==> src/rtl/clhc_pkg.sv <==
`default_nettype none
// ----------------------------------------------------------------------------
// clhc_pkg
// Shared types, level codes and the airtime factor lookup for the congestion
// level hysteresis controller.
// ----------------------------------------------------------------------------
package clhc_pkg;

   // congestion levels
   localparam logic [1:0] LVL_NORMAL    = 2'd0;
   localparam logic [1:0] LVL_BUSY      = 2'd1;
   localparam logic [1:0] LVL_CONGESTED = 2'd2;
   localparam logic [1:0] LVL_SEVERE    = 2'd3;

   // register indexes on the csr port
   localparam logic [2:0] REG_SEVERE_FREE     = 3'd0;
   localparam logic [2:0] REG_CONGESTED_FREE  = 3'd1;
   localparam logic [2:0] REG_BUSY_FREE       = 3'd2;
   localparam logic [2:0] REG_SEVERE_QUEUE    = 3'd3;
   localparam logic [2:0] REG_CONGESTED_QUEUE = 3'd4;
   localparam logic [2:0] REG_BUSY_QUEUE      = 3'd5;
   localparam logic [2:0] REG_CHECK_INTERVAL  = 3'd6;
   localparam logic [2:0] REG_RECOVERY_QUIET  = 3'd7;

   // register reset values
   localparam logic [7:0]  RST_SEVERE_FREE     = 8'd6;
   localparam logic [7:0]  RST_CONGESTED_FREE  = 8'd10;
   localparam logic [7:0]  RST_BUSY_FREE       = 8'd16;
   localparam logic [7:0]  RST_SEVERE_QUEUE    = 8'd24;
   localparam logic [7:0]  RST_CONGESTED_QUEUE = 8'd16;
   localparam logic [7:0]  RST_BUSY_QUEUE      = 8'd8;
   localparam logic [15:0] RST_CHECK_INTERVAL  = 16'd5000;
   localparam logic [3:0]  RST_RECOVERY_QUIET  = 4'd6;

   typedef struct packed {
      logic [7:0]  severe_free_limit;
      logic [7:0]  congested_free_limit;
      logic [7:0]  busy_free_limit;
      logic [7:0]  severe_queue_limit;
      logic [7:0]  congested_queue_limit;
      logic [7:0]  busy_queue_limit;
      logic [15:0] check_interval_ms;
      logic [3:0]  recovery_quiet_count;
   } cfg_type;

   typedef struct packed {
      logic [31:0] now_ms;
      logic [7:0]  free_buffers;
      logic [7:0]  tx_depth;
      logic [7:0]  rx_depth;
      logic [31:0] tx_drops;
      logic [31:0] rx_drops;
   } sample_type;

   typedef struct packed {
      logic [1:0]  current_level;
      logic [3:0]  quiet_count;
      logic [31:0] previous_drop_sum;
      logic [31:0] next_check_time;
   } state_type;

   // duty factor by level
   function automatic logic [6:0] duty_factor(input logic [1:0] lvl);
      logic [6:0] f;
      case (lvl)
         LVL_NORMAL:    f = 7'd9;
         LVL_BUSY:      f = 7'd19;
         LVL_CONGESTED: f = 7'd49;
         LVL_SEVERE:    f = 7'd99;
         default:       f = 7'd9;
      endcase
      return f;
   endfunction

endpackage
`default_nettype wire

==> src/rtl/congestion_level_hysteresis_controller_top.sv <==
`default_nettype none
// ----------------------------------------------------------------------------
// congestion_level_hysteresis_controller_top
// Periodic congestion classifier with rise-at-once, fall-slowly hysteresis.
// ----------------------------------------------------------------------------
//
//  channel  direction  handshake            payload
//  req      in         req_tvalid/tready    status sample word (120 bits used)
//  rsp      out        rsp_tvalid/tready    level, cad enable, airtime factor
//  csr      in         csr_valid/ready      register index and write data
//
// a sample is taken into an input register, evaluated there by short logic
// and, when due, its result lands in the output register
// one word per cycle sustained while rsp_tready stays high
// samples that are not due leave the input register without a result word
// a due sample waits in the input register while the output register is full
// and not being taken; req_tready drops only in that case
// reset loads the register defaults, clears the level, quiet count and drop sum
// and sets the next check time to the default interval
//
module congestion_level_hysteresis_controller_top
   import clhc_pkg::*;
(
   input  wire          clock,
   input  wire          reset,

   input  wire          req_tvalid,
   output logic         req_tready,
   // [31:0] now_ms, [39:32] free_buffers, [47:40] tx_depth,
   // [55:48] rx_depth, [87:56] tx_drops, [119:88] rx_drops
   input  wire  [119:0] req_tdata,

   output logic         rsp_tvalid,
   input  wire          rsp_tready,
   // [1:0] level, [2] cad_enable, [9:3] duty factor, rest zero
   output logic [15:0]  rsp_tdata,

   input  wire          csr_valid,
   output logic         csr_ready,
   input  wire  [2:0]   csr_index,
   input  wire  [15:0]  csr_data
);

   // input register
   sample_type s1_ff, s1_in;
   logic       s1_valid_ff, s1_valid_in;

   // config and hysteresis state
   cfg_type    cfg_ff, cfg_in;
   state_type  state_ff, state_in, state_nxt;

   // output register
   logic       rsp_valid_ff, rsp_valid_in;
   logic [1:0] rsp_level_ff, rsp_level_in;

   logic       due;
   logic       adv;
   logic       eval;
   logic       req_take;

   clhc_eval u_eval (
      .smp (s1_ff),
      .cfg (cfg_ff),
      .cur (state_ff),
      .due (due),
      .nxt (state_nxt)
   );

   // the sample leaves the input register when it gives no word or the
   // output register has room this cycle
   assign adv        = s1_valid_ff & (~due | ~rsp_valid_ff | rsp_tready);
   assign eval       = adv & due;
   assign req_tready = ~s1_valid_ff | adv;
   assign req_take   = req_tvalid & req_tready;
   assign csr_ready  = 1'b1;

   always_comb begin
      s1_in = s1_ff;
      if (req_take) begin
         s1_in.now_ms       = req_tdata[31:0];
         s1_in.free_buffers = req_tdata[39:32];
         s1_in.tx_depth     = req_tdata[47:40];
         s1_in.rx_depth     = req_tdata[55:48];
         s1_in.tx_drops     = req_tdata[87:56];
         s1_in.rx_drops     = req_tdata[119:88];
      end
      s1_valid_in = req_take ? 1'b1 : (adv ? 1'b0 : s1_valid_ff);

      state_in = eval ? state_nxt : state_ff;

      rsp_level_in = eval ? state_nxt.current_level : rsp_level_ff;
      rsp_valid_in = eval ? 1'b1 : (rsp_tready ? 1'b0 : rsp_valid_ff);

      // register writes leave the next check time alone
      cfg_in = cfg_ff;
      if (csr_valid) begin
         case (csr_index)
            REG_SEVERE_FREE:     cfg_in.severe_free_limit     = csr_data[7:0];
            REG_CONGESTED_FREE:  cfg_in.congested_free_limit  = csr_data[7:0];
            REG_BUSY_FREE:       cfg_in.busy_free_limit       = csr_data[7:0];
            REG_SEVERE_QUEUE:    cfg_in.severe_queue_limit    = csr_data[7:0];
            REG_CONGESTED_QUEUE: cfg_in.congested_queue_limit = csr_data[7:0];
            REG_BUSY_QUEUE:      cfg_in.busy_queue_limit      = csr_data[7:0];
            REG_CHECK_INTERVAL:  cfg_in.check_interval_ms     = csr_data;
            REG_RECOVERY_QUIET:  cfg_in.recovery_quiet_count  = csr_data[3:0];
            default:             cfg_in = cfg_ff;
         endcase
      end
   end

   // payload registers, no reset
   always_ff @(posedge clock) begin
      s1_ff        <= s1_in;
      rsp_level_ff <= rsp_level_in;
   end

   always_ff @(posedge clock) begin
      if (reset) begin
         s1_valid_ff                    <= 1'b0;
         rsp_valid_ff                   <= 1'b0;
         cfg_ff.severe_free_limit       <= RST_SEVERE_FREE;
         cfg_ff.congested_free_limit    <= RST_CONGESTED_FREE;
         cfg_ff.busy_free_limit         <= RST_BUSY_FREE;
         cfg_ff.severe_queue_limit      <= RST_SEVERE_QUEUE;
         cfg_ff.congested_queue_limit   <= RST_CONGESTED_QUEUE;
         cfg_ff.busy_queue_limit        <= RST_BUSY_QUEUE;
         cfg_ff.check_interval_ms       <= RST_CHECK_INTERVAL;
         cfg_ff.recovery_quiet_count    <= RST_RECOVERY_QUIET;
         state_ff.current_level         <= LVL_NORMAL;
         state_ff.quiet_count           <= 4'd0;
         state_ff.previous_drop_sum     <= 32'd0;
         state_ff.next_check_time       <= {16'd0, RST_CHECK_INTERVAL};
      end else begin
         s1_valid_ff  <= s1_valid_in;
         rsp_valid_ff <= rsp_valid_in;
         cfg_ff       <= cfg_in;
         state_ff     <= state_in;
      end
   end

   // cad enable and airtime factor follow from the registered level
   assign rsp_tvalid = rsp_valid_ff;
   assign rsp_tdata  = {6'd0, duty_factor(rsp_level_ff),
                        (rsp_level_ff != LVL_NORMAL), rsp_level_ff};

   // the level never falls by more than one step per evaluation
   a_fall_one_step : assert property (@(posedge clock) disable iff (reset)
      (!$past(reset) && (state_ff.current_level < $past(state_ff.current_level)))
         |-> (state_ff.current_level == $past(state_ff.current_level) - 2'd1))
      else $error("level fell by more than one step");

   // hysteresis state moves only on an evaluated sample
   a_state_on_eval : assert property (@(posedge clock) disable iff (reset)
      (!$past(reset) && !$past(eval)) |-> $stable(state_ff))
      else $error("state changed without an evaluation");

   // a new result word appears only after an evaluation
   a_rsp_from_eval : assert property (@(posedge clock) disable iff (reset)
      (!$past(reset) && $rose(rsp_valid_ff)) |-> $past(eval))
      else $error("result word without evaluation");

endmodule
`default_nettype wire

==> src/rtl/clhc_eval.sv <==
`default_nettype none
// ----------------------------------------------------------------------------
// clhc_eval
// Due test, sample classification and level hysteresis for one sample.
// ----------------------------------------------------------------------------
module clhc_eval
   import clhc_pkg::*;
(
   input  wire sample_type smp,
   input  wire cfg_type    cfg,
   input  wire state_type  cur,
   output logic            due,
   output state_type       nxt
);

   logic [31:0] since_check;
   logic [7:0]  qmax;
   logic [31:0] drop_sum;
   logic        drop_seen;
   logic [1:0]  target;
   logic [3:0]  quiet_inc;

   always_comb begin
      // due once the wrapping difference is not negative
      since_check = smp.now_ms - cur.next_check_time;
      due         = ~since_check[31];

      qmax      = (smp.tx_depth > smp.rx_depth) ? smp.tx_depth : smp.rx_depth;
      drop_sum  = smp.tx_drops + smp.rx_drops;
      drop_seen = (drop_sum != cur.previous_drop_sum);

      // severe first, then congested, then busy
      if ((smp.free_buffers <= cfg.severe_free_limit) ||
          (qmax >= cfg.severe_queue_limit)) begin
         target = LVL_SEVERE;
      end else if (drop_seen || (smp.free_buffers <= cfg.congested_free_limit) ||
                   (qmax >= cfg.congested_queue_limit)) begin
         target = LVL_CONGESTED;
      end else if ((smp.free_buffers <= cfg.busy_free_limit) ||
                   (qmax >= cfg.busy_queue_limit)) begin
         target = LVL_BUSY;
      end else begin
         target = LVL_NORMAL;
      end

      quiet_inc = cur.quiet_count + 4'd1;

      nxt                   = cur;
      nxt.previous_drop_sum = drop_sum;
      nxt.next_check_time   = smp.now_ms + {16'd0, cfg.check_interval_ms};

      if (target > cur.current_level) begin
         nxt.current_level = target;
         nxt.quiet_count   = 4'd0;
      end else if (target < cur.current_level) begin
         if (quiet_inc >= cfg.recovery_quiet_count) begin
            nxt.current_level = cur.current_level - 2'd1;
            nxt.quiet_count   = 4'd0;
         end else begin
            nxt.quiet_count = quiet_inc;
         end
      end else begin
         nxt.quiet_count = 4'd0;
      end
   end

endmodule
`default_nettype wire
==> config.mk <==
export PLATFORM = sky130hd
export DESIGN_NAME = congestion_level_hysteresis_controller_top
export DESIGN_NICKNAME = d
export VERILOG_FILES = /design/src/rtl/clhc_pkg.sv /design/src/rtl/congestion_level_hysteresis_controller_top.sv /design/src/rtl/clhc_eval.sv
export SDC_FILE = /design/constraint.sdc
export NUM_CORES = 1
export LEC_CHECK = 0
export BUFFER_PORTS_ARGS = -buffer_cell sky130_fd_sc_hd__buf_2
export CAP_MARGIN = 20
export CORE_MARGIN = 5
export CORE_UTILIZATION = 54
export CTS_CLUSTER_DIAMETER = 50
export DETAILED_ROUTE_END_ITERATION = 7
export PLACE_DENSITY = 0.77
export REMOVE_ABC_BUFFERS = 1
export SETUP_SLACK_MARGIN = 0.1
export SLEW_MARGIN = 0
export SYNTH_ARGS = -nofsm -noshare
export SYNTH_HDL_FRONTEND = slang
export SYNTH_SLANG_ARGS = --single-unit
==> constraint.sdc <==
create_clock -name clock -period 8.57 [get_ports clock]
set_clock_uncertainty 0.05 [all_clocks]
set_input_delay 0.857 -clock clock [delete_from_list [all_inputs] [get_ports clock]]
set_output_delay 0.857 -clock clock [all_outputs]
set_load 0.01 [all_outputs]
* Word level (Yosys, flattened, before mapping)
Cells that the tools add are included.
** Storage, ports and cells
- Flip-flop bits (word level) :: 262
- Bits in latches :: 0
- RAM bits :: 0
- ROM bits :: 0
- Input port bits :: 144
- Word-level logic and storage cells :: 87
- Memories :: 0
** Operators by class
- $add $sub $neg :: 5
- Multipliers :: 0
- Divide/modulo/power cells :: 0
- Order comparisons :: 10
- Equal/unequal tests :: 11
- Shift operators :: 0
- Multiplexer cells :: 14
- Bitwise gates (word level) :: 9
- Reduce and logical (&&, ||, !) cells :: 17
** Operators with widths (count)
- adder 32 x 16 -> 32 bit :: 1
- adder 32 bit :: 1
- != test 32 bit :: 1
- subtractor 32 bit :: 1
- one-hot mux 7 bit (4 select lines) :: 1
- greater-or-equal comparator 8 bit :: 3
- less-or-equal comparator 8 bit :: 3
- AND reduction 2 bit :: 8
- == test 3 bit (second input constant) :: 4
- greater-than comparator 8 bit :: 1
- 2-to-1 mux 2 bit :: 4
- 2-to-1 mux 4 bit :: 2
- 2-to-1 mux 8 bit :: 1
- == test 3 x 2 -> 1 bit (second input constant) :: 2
- 2-to-1 mux 6 bit :: 1
- nonzero test 2 bit :: 3
- 2-to-1 mux 1 bit :: 5
- adder 4 x 1 -> 4 bit (second input constant) :: 1
- == test 2 bit (second input constant) :: 2
- greater-or-equal comparator 4 bit :: 1
- logical OR 1 bit :: 4
- bitwise AND 1 bit :: 3
- == test 3 x 1 -> 1 bit (second input constant) :: 1
- zero test 3 bit :: 1
- 7 further kinds :: 11

* Longest topological paths before layout
Gate-level depths: netlist (run 1).
- Depth after elaboration :: 10
- Mapped depth :: 31
- Mapped depth without buffers :: 31

* Modules after synthesis
From an unflattened synthesis (run 1), not the netlist that was laid out.
** Unflattened totals
- Cells, all modules :: 1716
- Area, all modules :: 16654.7 µm²
** Modules (own cells, without submodules)
- congestion_level_hysteresis_controller_top :: instances 1, cells each 724, area each 9594.2 µm², sequential area each 6466.2 µm²
- clhc_eval :: instances 1, cells each 992, area each 7060.5 µm², sequential area each 0.0 µm²

* Least setup slack after synthesis (run 1)
Ideal clock, no wire load.
- Path type :: register to register
- From :: reg s1_ff[112] (netlist name)
- To :: reg s1_ff[0] (netlist name), enable pin
- Arrival :: 7.952 ns
- Setup slack :: -0.070 ns
- Cell stages (with the launch flop) :: 11
- Buffers on the path :: 0
- Cell sequence :: edfxtp_1 -> ha_1 -> a21o_1 -> a21o_1 -> a21o_1 -> a21o_1 -> a211o_1 -> and3b_1 -> a311oi_1 -> nand2_1 -> a21oi_1
** On the way
- Cells in the longest elaborated chain, start to end :: 6
** RTL lines
- from (decl) :: line congestion_level_hysteresis_controller_top.sv:45 : sample_type s1_ff, s1_in;
- from (signal assigned) :: line congestion_level_hysteresis_controller_top.sv:113 : s1_ff <= s1_in;
- subtractor 32 bit :: line clhc_eval.sv:25 : since_check = smp.now_ms - cur.next_check_time;
- bitwise OR 1 bit (2 in a row) :: line congestion_level_hysteresis_controller_top.sv:71 : assign adv = s1_valid_ff & (~due | ~rsp_valid_ff | rsp_tready);
- bitwise AND 1 bit :: line congestion_level_hysteresis_controller_top.sv:71
- bitwise OR 1 bit :: line congestion_level_hysteresis_controller_top.sv:73 : assign req_tready = ~s1_valid_ff | adv;
- bitwise AND 1 bit :: line congestion_level_hysteresis_controller_top.sv:74 : assign req_take = req_tvalid & req_tready;
- via req_take :: line congestion_level_hysteresis_controller_top.sv:59 : logic req_take;
The timed path passes the listed nets, and every way through them passes these cells.
A chain may end at the register's enable or synchronous reset.

* Worst setup path after layout (run 1)
- From :: reg s1_ff[73] (netlist name)
- To :: reg state_ff[68] (netlist name)
** On the way
- Cells in the longest elaborated chain, start to end :: 10
** RTL lines
- greater-than comparator 8 bit :: line clhc_eval.sv:28 : qmax = (smp.tx_depth > smp.rx_depth) ? smp.tx_depth : smp.rx_depth;
- 2-to-1 mux 8 bit * :: line clhc_eval.sv:28
- greater-or-equal comparator 8 bit :: line clhc_eval.sv:40 : (qmax >= cfg.busy_queue_limit)) begin
- logical OR 1 bit :: line clhc_eval.sv:39 : end else if ((smp.free_buffers <= cfg.busy_free_limit) ||
- 2-to-1 mux 1 bit :: line clhc_eval.sv:39
- 2-to-1 mux 2 bit :: line clhc_eval.sv:36 : end else if (drop_seen || (smp.free_buffers <= cfg.congested_free_limit) ||
- 2-to-1 mux 2 bit * :: line clhc_eval.sv:33 : if ((smp.free_buffers <= cfg.severe_free_limit) ||
- less-than comparator 2 bit :: line clhc_eval.sv:55 : end else if (target < cur.current_level) begin
- 2-to-1 mux 2 bit :: line clhc_eval.sv:55
- 2-to-1 mux 6 bit * :: line clhc_eval.sv:52 : if (target > cur.current_level) begin
- to (signal assigned) :: line congestion_level_hysteresis_controller_top.sv:137 : state_ff <= state_in;
- to (decl) :: line congestion_level_hysteresis_controller_top.sv:50 : state_type state_ff, state_in, state_nxt;
Mark *: on every way between the ends. The rest lies on a longest branch, timed or not.

==> flow_metrics.py, run 1 <==
metrics = {
    "routing": {
        "drt-total-wl_mm": 34.5,
        "dr.pass1.iters": 5,
        "drt_iter0_drc": 937,
        "vias_per_cell": 5.61,
        "vias": 11800,
        "ant_nets": 0,
        "route.detailed.drc": 0,
        "wire_per_inst_um": 16.3,
    },
    "logic_synthesis": {
        "synth.top_cell.area_share_pct": 24.5,
        "synth_top_family_by_area": "simple AND/OR/NAND/NOR gates",
        "postSynthAreaPerCell_um2": 9.48,
        "synth_warnings": 0,
        "synth-async-reset-ratio_pct": 0,
        "synthTopCellsByArea": "edfxtp_1, dfxtp_1, ha_1, a21oi_1, nand2_1",
        "yosys.area.top_type": "edfxtp_1",
        "synth-seq-cells": 262,
        "syn_inst": 1575,
        "yosys_most_used_dff": "dfxtp_1",
        "syn_area_um2": 14900,
        "synth_mux_area_share_pct": 2.95,
        "yosys.area_share.adder_pct": 12.4,
        "yosys.area_share.simple_pct": 15.9,
        "synth_compound_area_share_pct": 14.8,
        "ys_seq_area_share_pct": 43.3,
        "synth_edf_count": 122,
        "synth_xor_area_share_pct": 5.90,
        "yosysUniqueCellTypes": 78,
    },
    "clocking": {
        "insertion_delay_ps": 560,
        "clock_sinks": 262,
        "cts_resized": 0,
        "numCtsBuffers": 31,
        "cts_tree": "built",
        "h-tree-depth": 1,
        "cts_setup_buffers": 0,
        "ctsRootBufferMaster": "clkbuf_16",
        "clockBufferDepth": 3,
        "ctsHoldBuffers": 0,
        "clk_pin_slew_ps": 60,
    },
    "timing": {
        "slew_viol_final": 0,
        "layout_setup_ws_ps": 1760,
        "period_minus_slack_ps": 6810,
        "relSlewSlack_pct": 33.3,
        "timing.final.crit_share_pct": 79.5,
        "hold_slack_ps": 403,
        "tightest_slew_ps": 993,
        "final-hold-violation-count": 0,
        "grt_setup_unrepaired": "false",
        "fmax_mhz": 147,
        "final-setup-viol-count": 0,
    },
    "outcome": {
        "outcome": "finished, final reports clean",
    },
    "grt": {
        "antenna_found_initial": 4,
        "grt_pass1_wl_mm": 56.8,
        "grt_overflow": 0,
        "grt_max_degree": 89,
        "grt_pass1_vias": 11700,
        "track_usage_pct": 21.9,
    },
    "finish": {
        "layoutNonFillerInstCount": 2111,
        "synthToLayoutAreaGrowth_pct": 13.9,
        "multi_input_area_um2": 7820,
        "nets": 2001,
        "final_util_pct": 62.7,
        "drive_above_1_share_pct": 13.9,
        "n_fill_cell": 2234,
        "ff_latch_area_um2": 6470,
    },
    "placement": {
        "hpwl_mm": 25.5,
        "port_buffers": 153,
        "place_congestion": 0.944,
        "place_ws_ps": 1880,
        "dp.cells": 2046,
    },
    "power": {
        "internal_power_mw": 2.48,
        "seqPwrFrac_pct": 41.7,
        "power_frac_clock_pct": 36.8,
        "p_per_area_nw_per_um2": 206,
        "p_leak_nw": 6.90,
        "pwr-share-comb_pct": 21.5,
        "netSwitchingFraction_pct": 29.3,
        "ir_drop_mv": 0.170,
        "total_power_mw": 3.50,
        "total_switching_power_mw": 1.02,
    },
    "critical_path": {
        "path_class": "reg2reg",
        "critical_path_depth": 27,
        "crit_family": "compound AO/OA/AOI/OAI gates",
        "critPathSlowestCell": "or4_4",
        "cp_max_fo": 9,
        "critPathCaptureType": "flop",
        "worstSetupStartpointType": "flop",
        "worstPathArrival_ps": 7210,
        "critPathMaxStageDelay_ps": 520,
        "cp_num_buf_inv": 2,
        "cpMostUsedCell": "a21oi_1",
        "worstPathRequired_ps": 8970,
        "ff2ff_path_depth": 27,
    },
    "job": {
        "maxCapViolations": 0,
    },
    "die": {
        "io_pins": 163,
        "dieArea_um2": 31100,
        "core_area_um2": 27100,
        "rows": 60,
        "die_h_um": 176,
        "initial_utilization_pct": 55.1,
        "fp.dieW_um": 176,
    },
    "worst_hold_path": {
        "hold_path_depth": 2,
        "hp-class": "reg2reg",
    },
}
## cell families after synthesis
group                      Yosys count
and+or+nand+nor                    506
AOI/OAI and AO/OA                  350
DFF                                262
buffers and inverters              171
adders and majority gates          147
xor gates and xnor gates            94
muxes                               43
other                                2
## final cells by class
cell class / instances / area share [%]
antenna: 4 / 0.0589
sequential: 262 / 38.0
tap: 372 / 2.74
clock inverter: 21 / 1.10
inverter: 105 / 2.32
timing repair buffer: 161 / 4.89
clock buffer: 37 / 4.88
multi-input combinational: 1149 / 46.0
## power groups by stage
| stage | combinational, mW | clock (mW) | sequential, mW |
|---|---|---|---|
| 2_1_floorplan | 0.557 | 0 | 1.48 |
| 3_3_place_gp | 0.721 | 0 | 1.48 |
| 3_5_place_dp | 0.741 | 0 | 1.49 |
| 4_1_cts | 0.746 | 1.32 | 1.46 |
| 5_1_grt | 0.846 | 1.37 | 1.47 |
| 6_report | 0.751 | 1.29 | 1.46 |
## state kept, by name (all words and copies together) (netlist names)
| register | flops |
|---|---|
| rsp_tvalid | 1 |
| s1_valid_ff | 1 |
| rsp_level_ff | 2 |
| state_ff | 70 |
| s1_ff | 120 |
| cfg_ff | 68 |
## stage by stage
step | setup TNS (ps) | area [µm²]
after detailed placement | 0 | 16000
after CTS | 0 | 17000
final | 0 | 17000
after global placement | 0 | 16000
after floorplan | -8400 | 14700
after global routing | 0 | 17000
## cells in the mapped netlist, types with 8 or more instances
cell / number
nand3_1: 37
o211ai_1: 27
nand4_1: 29
xnor2_1: 55
xor2_1: 35
ha_1: 145
a211oi_1: 27
nand2b_1: 19
a21o_1: 30
mux2_2: 8
a21oi_1: 140
mux2i_1: 35
nand2_1: 185
buf_2: 10
nor2b_1: 30
edfxtp_1: 122
nor2_1: 127
nor4_1: 11
o21a_1: 15
and3_1: 12
nor3_1: 17
dfxtp_1: 140
clkbuf_1: 42
buf_4: 10
o21ai_0: 48
inv_1: 105
a31oi_1: 8
## placed cells by master, fill, tap and decap left out, types with 8 or more instances in the layout
| master | netlist | final |
|---|---|---|
| a31oi_1 | 8 | 8 |
| nor4_1 | 11 | 11 |
| nor3_1 | 17 | 17 |
| o21ai_0 | 48 | 48 |
| conb_1 | 2 | 9 |
| nand3_1 | 37 | 37 |
| mux2i_1 | 35 | 35 |
| o211ai_1 | 27 | 27 |
| mux2_2 | 8 | 8 |
| nor2b_1 | 30 | 30 |
| nand2b_1 | 19 | 19 |
| inv_1 | 105 | 105 |
| and3_1 | 12 | 12 |
| a21oi_1 | 140 | 138 |
| clkbuf_16 | 0 | 32 |
| o21a_1 | 15 | 15 |
| nor2_1 | 127 | 127 |
| nand4_1 | 29 | 29 |
| buf_2 | 10 | 152 |
| dfxtp_1 | 140 | 140 |
| xnor2_1 | 55 | 55 |
| ha_1 | 145 | 145 |
| a21o_1 | 30 | 30 |
| edfxtp_1 | 122 | 122 |
| xor2_1 | 35 | 35 |
| a211oi_1 | 27 | 27 |
| nand2_1 | 185 | 185 |
## final timing paths
kind         slack, ps      endpoint        from
max reg2reg       1760  state_ff[68]   s1_ff[73]
max               1760  state_ff[68]   s1_ff[73]
min                400    cfg_ff[21]  cfg_ff[21]
min reg2reg        400    cfg_ff[21]  cfg_ff[21]
## routing by layer
metal / GRT usage, % / wire, µm / up-vias
met5: 0 / 0 / -
met4: 7.96 / 1180 / 0
met1: 28.8 / 15200 / 5559
met2: 36.6 / 16300 / 321
met3: 3.49 / 1840 / 77
li1: - / - / 5886
## worst reg2reg max path, cell delays in order, from the launching register on
cell and delay, ps:
edfxtp_1 390, ha_1 290, nor2b_1 140, o21a_1 160, o21ai_0 140, nand2b_1 70
a21oi_1 140, o21ai_0 90, o21ai_1 430, mux2_2 440, ha_1 300, a21oi_1 300
nand3_1 140, a2111oi_0 320, nand4_1 130, or4_1 500, nand4bb_1 180, or4_1 470
or4_4 520, inv_1 70, a31oi_1 80, ha_1 200, inv_1 60, a21oi_1 150
a21oi_1 380, nor2b_1 110, nand2b_1 160, a32o_1 280
(Power assumes the default switching activity.)
==> run 2, diff against run 1 <==
CORE_UTILIZATION = 60   (was 54)
PLACE_DENSITY = 0.81   (was 0.77)
clock period = 6.5 ns   (was 8.57 ns; I/O delays follow)
==> flow_metrics.py, run 2 (synthesis results as in run 1) <==
metrics = {
    "power": {
        "pwr-share-comb_pct": 21.7,
        "netSwitchingFraction_pct": 29.1,
        "power_frac_clock_pct": 37.7,
        "total_switching_power_mw": 1.38,
        "internal_power_mw": 3.36,
        "seqPwrFrac_pct": 40.6,
        "p_per_area_nw_per_um2": 277,
        "p_leak_nw": 6.94,
        "ir_drop_mv": 0.212,
    },
    "job": {
        "maxCapViolations": 0,
    },
    "finish": {
        "diodes": 0,
        "nets": 2004,
        "synthToLayoutAreaGrowth_pct": 14.6,
        "final_cell_mix": "nand2_1, buf_2, ha_1",
        "layoutNonFillerInstCount": 2062,
        "largest_reg_flops": 120,
        "drive_above_1_share_pct": 14.6,
        "reg_top3": "s1_ff x120, state_ff x70, cfg_ff x68",
        "final_common_cell": "nand2_1",
        "n_fill_cell": 1874,
        "top_register": "s1_ff",
        "final_area_um2": 17100,
    },
    "placement": {
        "hpwl_mm": 26.1,
        "post_dp_cell_area_um2": 15900,
        "dp.cells": 2000,
        "port_buffers": 153,
        "place_congestion": 0.944,
        "place_ws_ps": 18.3,
    },
    "critical_path": {
        "cp-startpoint": "s1_ff[73]",
        "cp_max_fo": 6,
        "crit_family": "simple AND/OR/NAND/NOR gates",
        "path_class": "reg2reg",
        "critPathMaxStageDelay_ps": 510,
        "cp_num_buf_inv": 2,
        "worstSetupStartpointType": "flop",
        "worstPathRequired_ps": 6900,
        "critPathCaptureType": "flop",
        "critPathSlowestCell": "or4_4",
        "r2r_start": "s1_ff[73]",
        "worstPathArrival_ps": 6440,
    },
    "worst_hold_path": {
        "min_from": "req_tdata[86]",
        "hp-class": "in2reg",
    },
    "clocking": {
        "clock_sinks": 262,
        "insertion_delay_ps": 560,
        "cts_tree": "built",
        "h-tree-depth": 1,
        "ctsHoldBuffers": 0,
        "clockBufferDepth": 3,
        "clk_pin_slew_ps": 60,
        "numCtsBuffers": 31,
        "ctsRootBufferMaster": "clkbuf_16",
    },
    "timing": {
        "relSlewSlack_pct": 33.4,
        "hold_slack_ps": 211,
        "fmax_mhz": 166,
        "grt_setup_unrepaired": "false",
        "final-hold-violation-count": 0,
        "period_minus_slack_ps": 6040,
        "layout_setup_ws_ps": 458,
        "tightest_slew_ps": 997,
        "timing.final.crit_share_pct": 93.0,
        "slew_viol_final": 0,
        "final-setup-viol-count": 0,
    },
    "routing": {
        "vias": 11900,
        "vias_per_cell": 5.78,
        "dr.pass1.iters": 5,
        "drt-total-wl_mm": 35.0,
        "ant_nets": 0,
        "wire_per_inst_um": 17.0,
        "drt_iter0_drc": 750,
        "route.detailed.drc": 0,
    },
    "outcome": {
        "outcome": "finished, final reports clean",
    },
    "die": {
        "die_h_um": 168,
        "rows": 57,
        "fp.dieW_um": 168,
        "initial_utilization_pct": 61.2,
        "io_pins": 163,
        "core_area_um2": 24400,
        "dieArea_um2": 28100,
    },
    "grt": {
        "antenna_found_initial": 0,
        "grt_overflow": 0,
        "grt_max_degree": 83,
        "grt_pass1_wl_mm": 57.4,
        "track_usage_pct": 24.3,
        "grt_pass1_vias": 11900,
    },
}
==> run 2: changes by cell type in the layout (fill, tap and decap cells not counted), moves of 3 or more <==
cell	delta
bufinv_16	+3
diode_2	-4
clkinv_2	-4
a21oi_2	+4
clkbuf_1	-3
clkinv_1	+6
a21oi_1	-5
==> run 2: path summary, 6_finish.rpt <==
path	end	slack [ps]	cells past startpoint
max	state_ff[68]	460	27
min	s1_ff[62]	210	1
max reg2reg	state_ff[68]	460	27
min reg2reg	cfg_ff[67]	410	2
==> run 2: final cells by class <==
type | instances | area (µm²) | area share, %
Inverter | 105 | 394 | 2.30
Timing Repair Buffer | 164 | 867 | 5.07
Sequential cell | 262 | 6470 | 37.8
Multi-Input combinational cell | 1149 | 7900 | 46.2
Tap cell | 324 | 405 | 2.37
Clock inverter | 26 | 298 | 1.74
Clock buffer | 32 | 779 | 4.55
==> run 2: routing by layer <==
metal / track usage [%] / vias up / wire (µm)
met4: 9.67 / 0 / 1480
li1: - / 5876 / -
met3: 3.35 / 100 / 1960
met1: 30.7 / 5575 / 14700
met2: 42.3 / 363 / 16900
met5: 0 / - / 0
==> run 2: what timing repair did <==
action / in CTS / in global routing
resized for setup: 1 / 18
pin swaps: 0 / 2
setup endpoints to repair: 2 / 8
setup buffers: 0 / 3
==> run 2: power groups by stage <==
stage	Clock, mW	Sequential (mW)	Combinational (mW)
after floorplan	0	1.95	0.735
after global placement	0	1.95	0.961
after detailed placement	0	1.96	0.989
after CTS	1.81	1.93	1.00
after global routing	1.90	1.94	1.15
final	1.79	1.93	1.03
==> run 2: per-stage QoR <==
step / TNS, ps / util [%] / total power, mW
finish: 0 / 70.2 / 4.75
global route: 0 / 70.2 / 4.99
CTS: 0 / 69.7 / 4.74
detailed placement: 0 / 65.3 / 2.95
global placement: 0 / 65.2 / 2.91
floorplan: -330220 / - / 2.68
==> run 3, diff against run 2 <==
PLACE_DENSITY = not set   (was 0.81)
PLACE_DENSITY_LB_ADDON = 0.12   (was not set)
==> flow_metrics.py, run 3 (synthesis results as in run 1) <==
metrics = {
    "clocking": {
        "clk_pin_slew_ps": 60,
        "h-tree-depth": 2,
        "clockBufferDepth": 3,
        "cts_tree": "built",
        "ctsRootBufferMaster": "clkbuf_16",
        "insertion_delay_ps": 510,
        "clock_sinks": 262,
        "numCtsBuffers": 36,
    },
    "finish": {
        "diodes": 0,
        "final_cell_mix": "nand2_1, buf_2, ha_1",
        "largest_reg_flops": 120,
        "synthToLayoutAreaGrowth_pct": 15.4,
        "reg_top3": "s1_ff x120, state_ff x70, cfg_ff x68",
        "final_util_pct": 70.6,
        "final_common_cell": "nand2_1",
        "n_fill_cell": 1895,
        "top_register": "s1_ff",
        "nets": 2012,
        "drive_above_1_share_pct": 15.2,
    },
    "critical_path": {
        "critPathMaxStageDelay_ps": 520,
        "path_class": "reg2reg",
        "critPathSlowestCell": "or4_1",
        "ff2ff_path_depth": 30,
        "worstSetupStartpointType": "flop",
        "cp_max_fo": 5,
        "worstPathArrival_ps": 6270,
        "worstPathRequired_ps": 6720,
        "critPathCaptureType": "flop",
    },
    "die": {
        "initial_utilization_pct": 61.2,
        "die_h_um": 168,
        "rows": 57,
        "core_area_um2": 24400,
        "fp.dieW_um": 168,
        "dieArea_um2": 28100,
        "io_pins": 163,
    },
    "worst_hold_path": {
        "hp-class": "in2reg",
        "hold_path_depth": 1,
    },
    "grt": {
        "track_usage_pct": 24.3,
        "grt_overflow": 0,
        "antenna_found_initial": 0,
        "grt_pass1_vias": 11600,
        "grt_pass1_wl_mm": 57.0,
        "grt_max_degree": 73,
    },
    "routing": {
        "dr.pass1.iters": 5,
        "drt_iter0_drc": 692,
        "vias": 11900,
        "drt-total-wl_mm": 34.8,
        "ant_nets": 0,
        "vias_per_cell": 5.73,
        "wire_per_inst_um": 16.8,
        "route.detailed.drc": 0,
    },
    "timing": {
        "grt_setup_unrepaired": "false",
        "final-hold-violation-count": 0,
        "period_minus_slack_ps": 6050,
        "timing.final.crit_share_pct": 93.1,
        "hold_slack_ps": 264,
        "slew_viol_final": 0,
        "fmax_mhz": 165,
        "final-setup-viol-count": 0,
        "tightest_slew_ps": 1120,
        "relSlewSlack_pct": 24.8,
    },
    "power": {
        "p_leak_nw": 7.01,
        "ir_drop_mv": 0.229,
        "p_per_area_nw_per_um2": 283,
    },
    "placement": {
        "place_congestion": 0.940,
        "port_buffers": 153,
        "hpwl_mm": 26.1,
    },
    "outcome": {
        "outcome": "finished, final reports clean",
    },
    "job": {
        "maxCapViolations": 0,
    },
}
[run 3: timing repair]
| action | in CTS | in global routing |
|---|---|---|
| gates resized for setup | 4 | 14 |
| endpoints found under the setup margin | 3 | 8 |
| buffers inserted | 0 | 2 |
| hold buffers | 0 | 0 |
| pin swaps | 0 | 5 |
[run 3: area by class of cell]
| type | instances | area, µm² | area share, % |
|---|---|---|---|
| Clock buffer | 44 | 962 | 5.59 |
| Clock inverter | 20 | 214 | 1.24 |
| Inverter | 105 | 394 | 2.29 |
| Multi-Input combinational cell | 1149 | 7880 | 45.8 |
| Sequential cell | 262 | 6470 | 37.5 |
| Tap cell | 324 | 405 | 2.35 |
| Timing Repair Buffer | 167 | 898 | 5.22 |
[run 3: path summary, 6_finish.rpt]
| path | startpoint | endpoint | slack [ps] |
|---|---|---|---|
| max | s1_ff[65] | rsp_level_ff[0] | 450 |
| min | req_tdata[118] | s1_ff[30] | 260 |
| max reg2reg | s1_ff[65] | rsp_level_ff[0] | 450 |
| min reg2reg | cfg_ff[58] | cfg_ff[58] | 400 |
[run 3: layer usage]
metal	routed length [µm]	global-route usage [%]	vias to the layer above
met1	14900	30.7	5593
met4	1290	9.17	0
met3	1530	3.70	92
li1	-	-	5893
met2	17000	42.0	296
met5	0	0	-
[run 3: worst max-delay path, delay by kind of cell, from the launching register on]
kind	cells	cell delay [ps]
mux	1	350
simple gates	10	2270
compound gates	12	1650
flops	1	400
buf+inv	4	350
fa+ha+maj	3	770
[run 3: metrics by stage]
step | setup TNS [ps] | worst slack (ps) | instance area [µm²] | cells | power [mW]
after global placement | 0 | 269 | 16000 | 2005 | 2.93
after CTS | 0 | 140 | 17200 | 2069 | 4.90
after global routing | 0 | 70.3 | 17200 | 2071 | 5.13
after detailed placement | 0 | 40.3 | 16000 | 2005 | 2.95
after floorplan | -330220 | -2140 | 14700 | 1516 | 2.68
final | 0 | 446 | 17200 | 2071 | 4.88
[run 3: power by group]
part / internal [mW] / leakage (nW) / switching [mW] / total, mW
combinational: 0.425 / 4.10 / 0.598 / 1.02
clock: 1.19 / 0.579 / 0.740 / 1.93
sequential: 1.86 / 2.33 / 0.0712 / 1.93
total: 3.47 / 7.01 / 1.41 / 4.88
